`config.mk`:
```
export PLATFORM = sky130hd
export DESIGN_NAME = mll_datapath
export DESIGN_NICKNAME = d
export VERILOG_FILES = /design/src/mll_pkg.sv /design/src/mll_datapath.sv
export SDC_FILE = /design/constraint.sdc
export NUM_CORES = 2
export LEC_CHECK = 0
export ABC_AREA = 1
export ABC_CLOCK_PERIOD_IN_PS = 6400
export BUFFER_PORTS_ARGS = -buffer_cell sky130_fd_sc_hd__buf_2
export CAP_MARGIN = 30
export CORE_MARGIN = 4
export CORE_UTILIZATION = 51
export DETAILED_ROUTE_END_ITERATION = 8
export HOLD_SLACK_MARGIN = 0.02
export PLACE_DENSITY = 0.75
export SETUP_SLACK_MARGIN = 0.15
export SLEW_MARGIN = 30
export SYNTH_ARGS = -nofsm -noshare
export SYNTH_HDL_FRONTEND = slang
export SYNTH_SLANG_ARGS = --single-unit
export TNS_END_PERCENT = 50
```
`constraint.sdc`:
```
create_clock -name clk -period 6.4 [get_ports clk]
set_clock_uncertainty 0.2 [all_clocks]
set_input_delay 0.64 -clock clk [delete_from_list [all_inputs] [get_ports clk]]
set_output_delay 0.64 -clock clk [all_outputs]
set_load 0.01 [all_outputs]
```
`src/mll_pkg.sv`:
```
`default_nettype none

package mll_pkg;

    localparam int CATEGORIES     = 4;
    localparam int DEF_COUNT_BITS = 12;
    localparam int DEF_FRAC_BITS  = 16;
    localparam int LP_BITS        = 32;
    localparam int OUT_BITS       = 48;
    localparam int CFG_INDEX_BITS = 3;

    // log2 mantissa refinement: one squaring per fraction bit
    localparam int LOG_FRAC_STEPS = 30;
    localparam int MANT_BITS      = 31;

    // ln 2 in Q.32
    localparam logic [31:0] LN2_Q32 = 32'd2977044472;

    typedef logic signed [LP_BITS-1:0]  lp_t;
    typedef logic signed [OUT_BITS-1:0] out_t;

    localparam lp_t  LP_ZERO_PROB = {1'b1, {(LP_BITS-1){1'b0}}};
    localparam out_t OUT_MIN      = {1'b1, {(OUT_BITS-1){1'b0}}};
    localparam out_t OUT_MAX      = {1'b0, {(OUT_BITS-1){1'b1}}};

    typedef enum logic [CFG_INDEX_BITS-1:0] {
        CFG_LOG_PROB_FIRST   = 3'd0,
        CFG_LOG_PROB_SECOND  = 3'd1,
        CFG_LOG_PROB_THIRD   = 3'd2,
        CFG_LOG_PROB_FOURTH  = 3'd3,
        CFG_WITH_COEFFICIENT = 3'd4
    } cfg_reg_t;

endpackage

`default_nettype wire

```
`src/mll_datapath.sv`:
```
`default_nettype none

module mll_datapath #(
    parameter int COUNT_BITS = mll_pkg::DEF_COUNT_BITS,
    parameter int FRAC_BITS  = mll_pkg::DEF_FRAC_BITS,
    localparam int ENTRIES   = mll_pkg::CATEGORIES * ((1 << COUNT_BITS) - 1) + 1,
    localparam int IDX_BITS  = $clog2(ENTRIES),
    localparam int E_BITS    = $clog2(IDX_BITS),
    localparam int LF_BITS   = IDX_BITS + E_BITS + FRAC_BITS
) (
    input  wire logic                   clk,
    input  wire logic                   rst_n,
    input  wire logic                   in_valid,
    input  wire logic [COUNT_BITS-1:0]  count [mll_pkg::CATEGORIES],
    input  wire mll_pkg::lp_t           log_prob [mll_pkg::CATEGORIES],
    input  wire logic                   with_coefficient,
    output logic      [IDX_BITS-1:0]    rd_total_addr,
    output logic      [COUNT_BITS-1:0]  rd_count_addr [mll_pkg::CATEGORIES],
    input  wire logic [LF_BITS-1:0]     rd_total_data,
    input  wire logic [LF_BITS-1:0]     rd_count_data [mll_pkg::CATEGORIES],
    output logic                        out_valid,
    output mll_pkg::out_t               out_value,
    output logic                        out_impossible
);

    localparam int OB     = mll_pkg::OUT_BITS;
    localparam int PROD_W = COUNT_BITS + 1 + mll_pkg::LP_BITS;
    localparam int DOT_W  = PROD_W + 2;
    localparam int LFS_W  = LF_BITS + 3;
    localparam int MAX_A  = (DOT_W > LFS_W) ? DOT_W : LFS_W;
    localparam int SUM_W  = ((MAX_A > OB) ? MAX_A : OB) + 1;

    // stage 1: products and table reads
    logic                       v1_reg;
    logic signed [PROD_W-1:0]   p_reg  [mll_pkg::CATEGORIES];
    logic signed [PROD_W-1:0]   p_next [mll_pkg::CATEGORIES];
    logic                       imp1_reg, imp1_next;
    logic                       mode1_reg;

    // stage 2: pair sums
    logic                       v2_reg, imp2_reg, mode2_reg;
    logic signed [DOT_W-1:0]    d01_reg, d23_reg;
    logic signed [LFS_W-1:0]    ca2_reg, cb2_reg, c3_reg;
    logic signed [LFS_W-1:0]    lf_tot, lf_c [mll_pkg::CATEGORIES];

    // stage 3
    logic                       v3_reg, imp3_reg, mode3_reg;
    logic signed [DOT_W-1:0]    dot3_reg;
    logic signed [LFS_W-1:0]    ca3_reg, cc3_reg;

    // stage 4
    logic                       v4_reg, imp4_reg, mode4_reg;
    logic signed [DOT_W-1:0]    dot4_reg;
    logic signed [LFS_W-1:0]    coef4_reg;

    // output stage
    logic signed [SUM_W-1:0]    sum_next;
    logic [SUM_W-OB:0]          sum_top;
    mll_pkg::out_t              value_next;
    logic                       out_valid_reg;
    mll_pkg::out_t              out_value_reg;
    logic                       out_impossible_reg;

    always_comb
    begin
        rd_total_addr = IDX_BITS'(count[0]) + IDX_BITS'(count[1])
                      + IDX_BITS'(count[2]) + IDX_BITS'(count[3]);
        imp1_next = 1'b0;
        for (int i = 0; i < mll_pkg::CATEGORIES; i++)
        begin
            rd_count_addr[i] = count[i];
            p_next[i] = PROD_W'($signed({1'b0, count[i]})) * PROD_W'(log_prob[i]);
            if (log_prob[i] == mll_pkg::LP_ZERO_PROB && count[i] != '0)
            begin
                imp1_next = 1'b1;
            end
        end
    end

    always_comb
    begin
        lf_tot = $signed({3'b000, rd_total_data});
        for (int i = 0; i < mll_pkg::CATEGORIES; i++)
        begin
            lf_c[i] = $signed({3'b000, rd_count_data[i]});
        end
    end

    always_comb
    begin
        sum_next = SUM_W'(dot4_reg) + (mode4_reg ? SUM_W'(coef4_reg) : SUM_W'(0));
        sum_top  = sum_next[SUM_W-1:OB-1];
        if (imp4_reg)
        begin
            value_next = mll_pkg::OUT_MIN;
        end
        else if (sum_top == '0 || sum_top == '1)
        begin
            value_next = sum_next[OB-1:0];
        end
        else if (sum_next[SUM_W-1])
        begin
            value_next = mll_pkg::OUT_MIN;
        end
        else
        begin
            value_next = mll_pkg::OUT_MAX;
        end
    end

    always_ff @(posedge clk or negedge rst_n)
    begin
        if (!rst_n)
        begin
            v1_reg        <= 1'b0;
            v2_reg        <= 1'b0;
            v3_reg        <= 1'b0;
            v4_reg        <= 1'b0;
            out_valid_reg <= 1'b0;
        end
        else
        begin
            v1_reg        <= in_valid;
            v2_reg        <= v1_reg;
            v3_reg        <= v2_reg;
            v4_reg        <= v3_reg;
            out_valid_reg <= v4_reg;
        end
    end

    always_ff @(posedge clk)
    begin
        for (int i = 0; i < mll_pkg::CATEGORIES; i++)
        begin
            p_reg[i] <= p_next[i];
        end
        imp1_reg  <= imp1_next;
        mode1_reg <= with_coefficient;

        d01_reg   <= DOT_W'(p_reg[0]) + DOT_W'(p_reg[1]);
        d23_reg   <= DOT_W'(p_reg[2]) + DOT_W'(p_reg[3]);
        ca2_reg   <= lf_tot - lf_c[0];
        cb2_reg   <= lf_c[1] + lf_c[2];
        c3_reg    <= lf_c[3];
        imp2_reg  <= imp1_reg;
        mode2_reg <= mode1_reg;

        dot3_reg  <= d01_reg + d23_reg;
        ca3_reg   <= ca2_reg;
        cc3_reg   <= cb2_reg + c3_reg;
        imp3_reg  <= imp2_reg;
        mode3_reg <= mode2_reg;

        dot4_reg  <= dot3_reg;
        coef4_reg <= ca3_reg - cc3_reg;
        imp4_reg  <= imp3_reg;
        mode4_reg <= mode3_reg;

        out_value_reg      <= value_next;
        out_impossible_reg <= imp4_reg;
    end

    assign out_valid      = out_valid_reg;
    assign out_value      = out_value_reg;
    assign out_impossible = out_impossible_reg;

endmodule

`default_nettype wire
```
==> impl_results.md <==
- Outcome: completed
- Top fanout value on the critical path: 25
- Total wirelength of the detailed-routed design: 280 mm
- Startpoint type of the worst setup path: primary input
- Antenna Violating Nets Remaining: 0
- CTS H-tree depth: 3
- Main area contributors after synthesis: fa_1 (30%), dfxtp_1 (14%), inv_1 (13%)
- Routing usage on met3: 3.15%
- Number of flops mapped to enable cells by yosys: 0
- Number of iterations in the first detailed-routing pass: 6
- Final worst path period need: 6.04 ns
- Non-filler instance count after layout: 15500
- Wire length of the first global-routing pass: 445 mm
- Fraction of met2 tracks used by global routing: 47.6%
- Setup repair after global routing missed its margin: no
- Max cap viols: 0
- Required arrival time at the worst endpoint: 6.73 ns
- Flip-flop count of the largest register after layout: 180
- CTS buffer count: 71
- Kind of end point of the critical path: register
- Die X: 436 µm
- YS warnings: 0
- Overall die height: 436 µm
- Gpl congestion: 1.01
- Post-synthesis cell type count: 50
- Starting density of the core: 51.4%
- Worst slew slack as a fraction of its limit: 35.0%
- Number of cell instances on the worst register-to-register path: 14
- Worst r2r src: mode4_reg$_DFF_P_
- Mean instance size in the synthesized netlist: 7.33 µm²
- Cell taking the most area after synthesis: fa_1
- Capture point of the worst path: p_reg[1][35]$_DFF_P_
- Data arrival, critical path: 6.37 ns
- Half-perimeter wire length after placement: 239 mm
- Deepest clock path buffer count: 3
- Relative area change from synthesis to final layout: 8.60%
- Most utilized layer in the global route result: met2
- Number of failing setup endpoints in the final timing report: 0
- Slew at the pin closest to its max-slew limit: 0.967 ns
- Maximum clock rate: 0.166 GHz
- Top-level I/O count: 462
- Core Area: 181000 µm²
- Avg Vias per Cell: 5.20
- Post-Synthesis Net Count: 15200
- Total overflow reported by the global router: 0
- Total number of vias: 80700
- Top-count cell post-synth: inv_1
- Antenna violations before repair: 14
- Worst hold path class: reg -> reg
- Via count of the first global-routing pass: 82000
- Number of clock sinks: 640
- Worst R2R End: out_value[46]$_SDFF_PP0_
- Fillers: 17200
- Number of DRC markers in iteration 0: 6236
- Total routing usage reported by global routing: 29.3%
- Total count of max-transition violations in the final report: 0
- Synthesized instance count: 12700
- Clock root cell: clkbuf_16
- Remaining design rule violation count: 0
- Flip-flop cell with the highest count after synthesis: dfxtp_1
- Clock Pin Slew Worst Setup and Hold Paths: 0.06 ns
- Type of the setup path with the least slack: in -> reg
- Number of buffers added on ports: 461
- TritonCTS clock tree: done
- Register bit total from synthesis: 640
- Fraction of final layout cells with drive strength greater than 1: 6.13%
- Share of the synthesized area in the top cell type: 29.7%
- Sequential-to-total area share from yosys stat: 13.8%
- Final #Nets: 15600
- Source-to-sink clock delay at the later pin of the worst-skew pair: 0.66 ns
- R2R setup slack: 2.75 ns
- Count of placed standard cells including taps: 15300
- Die area: 190000 µm²
- Area of the mapped netlist: 93200 µm²
- Row Count: 156
- Critical Path Source: count[26]
- Final number of hold-violating endpoints: 0
- Asr flop ratio synth: 0.781%
- Met1 capacity usage during global routing: 39.7%
- Post-synth top cells: inv_1 (3320), nand2_1 (3101), fa_1 (1384)
- Final routed wire length divided by cell count: 18.0 µm
- Post-route clock period utilization: 94.4%
- Pin count of the biggest net entering global routing: 50
[critical path: stages]
cell     delay, ns
buf_2         0.53
buf_4         0.33
nand2_1       0.07
inv_1         0.08
fa_1          0.42
inv_1         0.08
fa_1          0.42
inv_1         0.09
fa_1          0.44
fa_1          0.57
inv_1         0.05
fa_1          0.48
inv_1         0.05
ha_1          0.34
nand2_1       0.12
o21ai_0       0.28
a21oi_1       0.16
o21ai_0       0.42
nand2_1       0.09
nand2_1       0.17
nand3_1       0.10
nand2_1       0.12
xor2_1        0.28
[routing by layer]
metal  up-vias  share of wire, %
li1      38500                 -
met1     38600                42
met2      3014                46
met3       559               6.8
met4         8               5.2
met5         -             0.019
[per-stage QoR]
stage | setup slack, ns | setup TNS (ns) | utilization (%) | hold WS, ns | cell area [µm²]
2_1_floorplan | 0.876 | 0 | - | 0.110 | 93200
3_3_place_gp | -0.247 | -0.453 | 54.2 | 0.111 | 98300
3_5_place_dp | -0.174 | -0.248 | 54.2 | 0.112 | 98300
4_1_cts | 0.448 | 0 | 55.8 | 0.0845 | 101000
5_1_grt | 0.191 | 0 | 55.8 | 0.114 | 101000
6_report | 0.358 | 0 | 55.8 | 0.115 | 101000
[cells by family after synthesis]
kind of cell               synth area share, %
xor gates and xnor gates                  4.32
AOI/OAI and AO/OA                         8.10
DFF                                       13.8
buffers and inverters                     15.2
and+or+nand+nor                           19.1
adders and majority gates                 39.5
[cell type report]
| type | instances | area [µm²] | area share, % |
|---|---|---|---|
| repair buffers | 674 | 4190 | 4.14 |
| multi-input cells | 8376 | 66300 | 65.5 |
| well taps | 2370 | 2970 | 2.93 |
| inverters | 3324 | 12500 | 12.3 |
| clock inverters | 44 | 554 | 0.547 |
| flip-flops and latches | 640 | 12800 | 12.7 |
| clock buffers | 83 | 1900 | 1.88 |
| diodes | 17 | 42.5 | 0.0420 |
[how the worst min path moves through the flow]
| stage | startpoint | end | slack (ns) | cells past startpoint |
|---|---|---|---|---|
| floorplan | ca2_reg[0]$_DFF_P_ | ca3_reg[0]$_DFF_P_ | 0.11 | 0 |
| global placement | ca2_reg[28]$_DFF_P_ | ca3_reg[28]$_DFF_P_ | 0.11 | 0 |
| detailed placement | dot3_reg[28]$_DFF_P_ | dot4_reg[28]$_DFF_P_ | 0.11 | 0 |
| CTS | rst_n | v2_reg$_DFF_PN0_ | 0.08 | 2 |
| global route | rst_n | v2_reg$_DFF_PN0_ | 0.11 | 2 |
| finish | dot3_reg[3]$_DFF_P_ | dot4_reg[3]$_DFF_P_ | 0.11 | 0 |
[what timing repair did]
item	in CTS	in global routing
setup endpoints to repair	0	1
hold endpoints to repair	42	0
hold buffers	39	0
setup buffers	0	0
gates resized for setup	0	2
[cells in the final DEF (no fill, tap or decap), types with 14 or more instances in the layout]
| cell | synthesis | routed |
|---|---|---|
| o21a_1 | 14 | 14 |
| xor2_1 | 294 | 294 |
| a21boi_0 | 17 | 17 |
| a21oi_1 | 628 | 628 |
| buf_12 | 0 | 15 |
| o21bai_1 | 102 | 102 |
| o21ai_0 | 320 | 320 |
| nor3_1 | 110 | 110 |
| buf_4 | 48 | 159 |
| inv_1 | 3320 | 3320 |
| xnor2_1 | 166 | 166 |
| nor2_1 | 733 | 733 |
| nor4_1 | 93 | 92 |
| nand2_1 | 3101 | 3101 |
| diode_2 | 0 | 17 |
| a31oi_1 | 105 | 105 |
| fa_1 | 1384 | 1384 |
| ha_1 | 730 | 730 |
| nand4_1 | 65 | 65 |
| buf_2 | 0 | 460 |
| a21o_1 | 70 | 70 |
| nand3_1 | 327 | 327 |
| dfxtp_1 | 635 | 634 |
| dlygate4sd3_1 | 0 | 39 |
| clkbuf_16 | 0 | 71 |
Power is not shown: default switching activity piles up to over one toggle a cycle in this logic, so the estimate is an artifact.
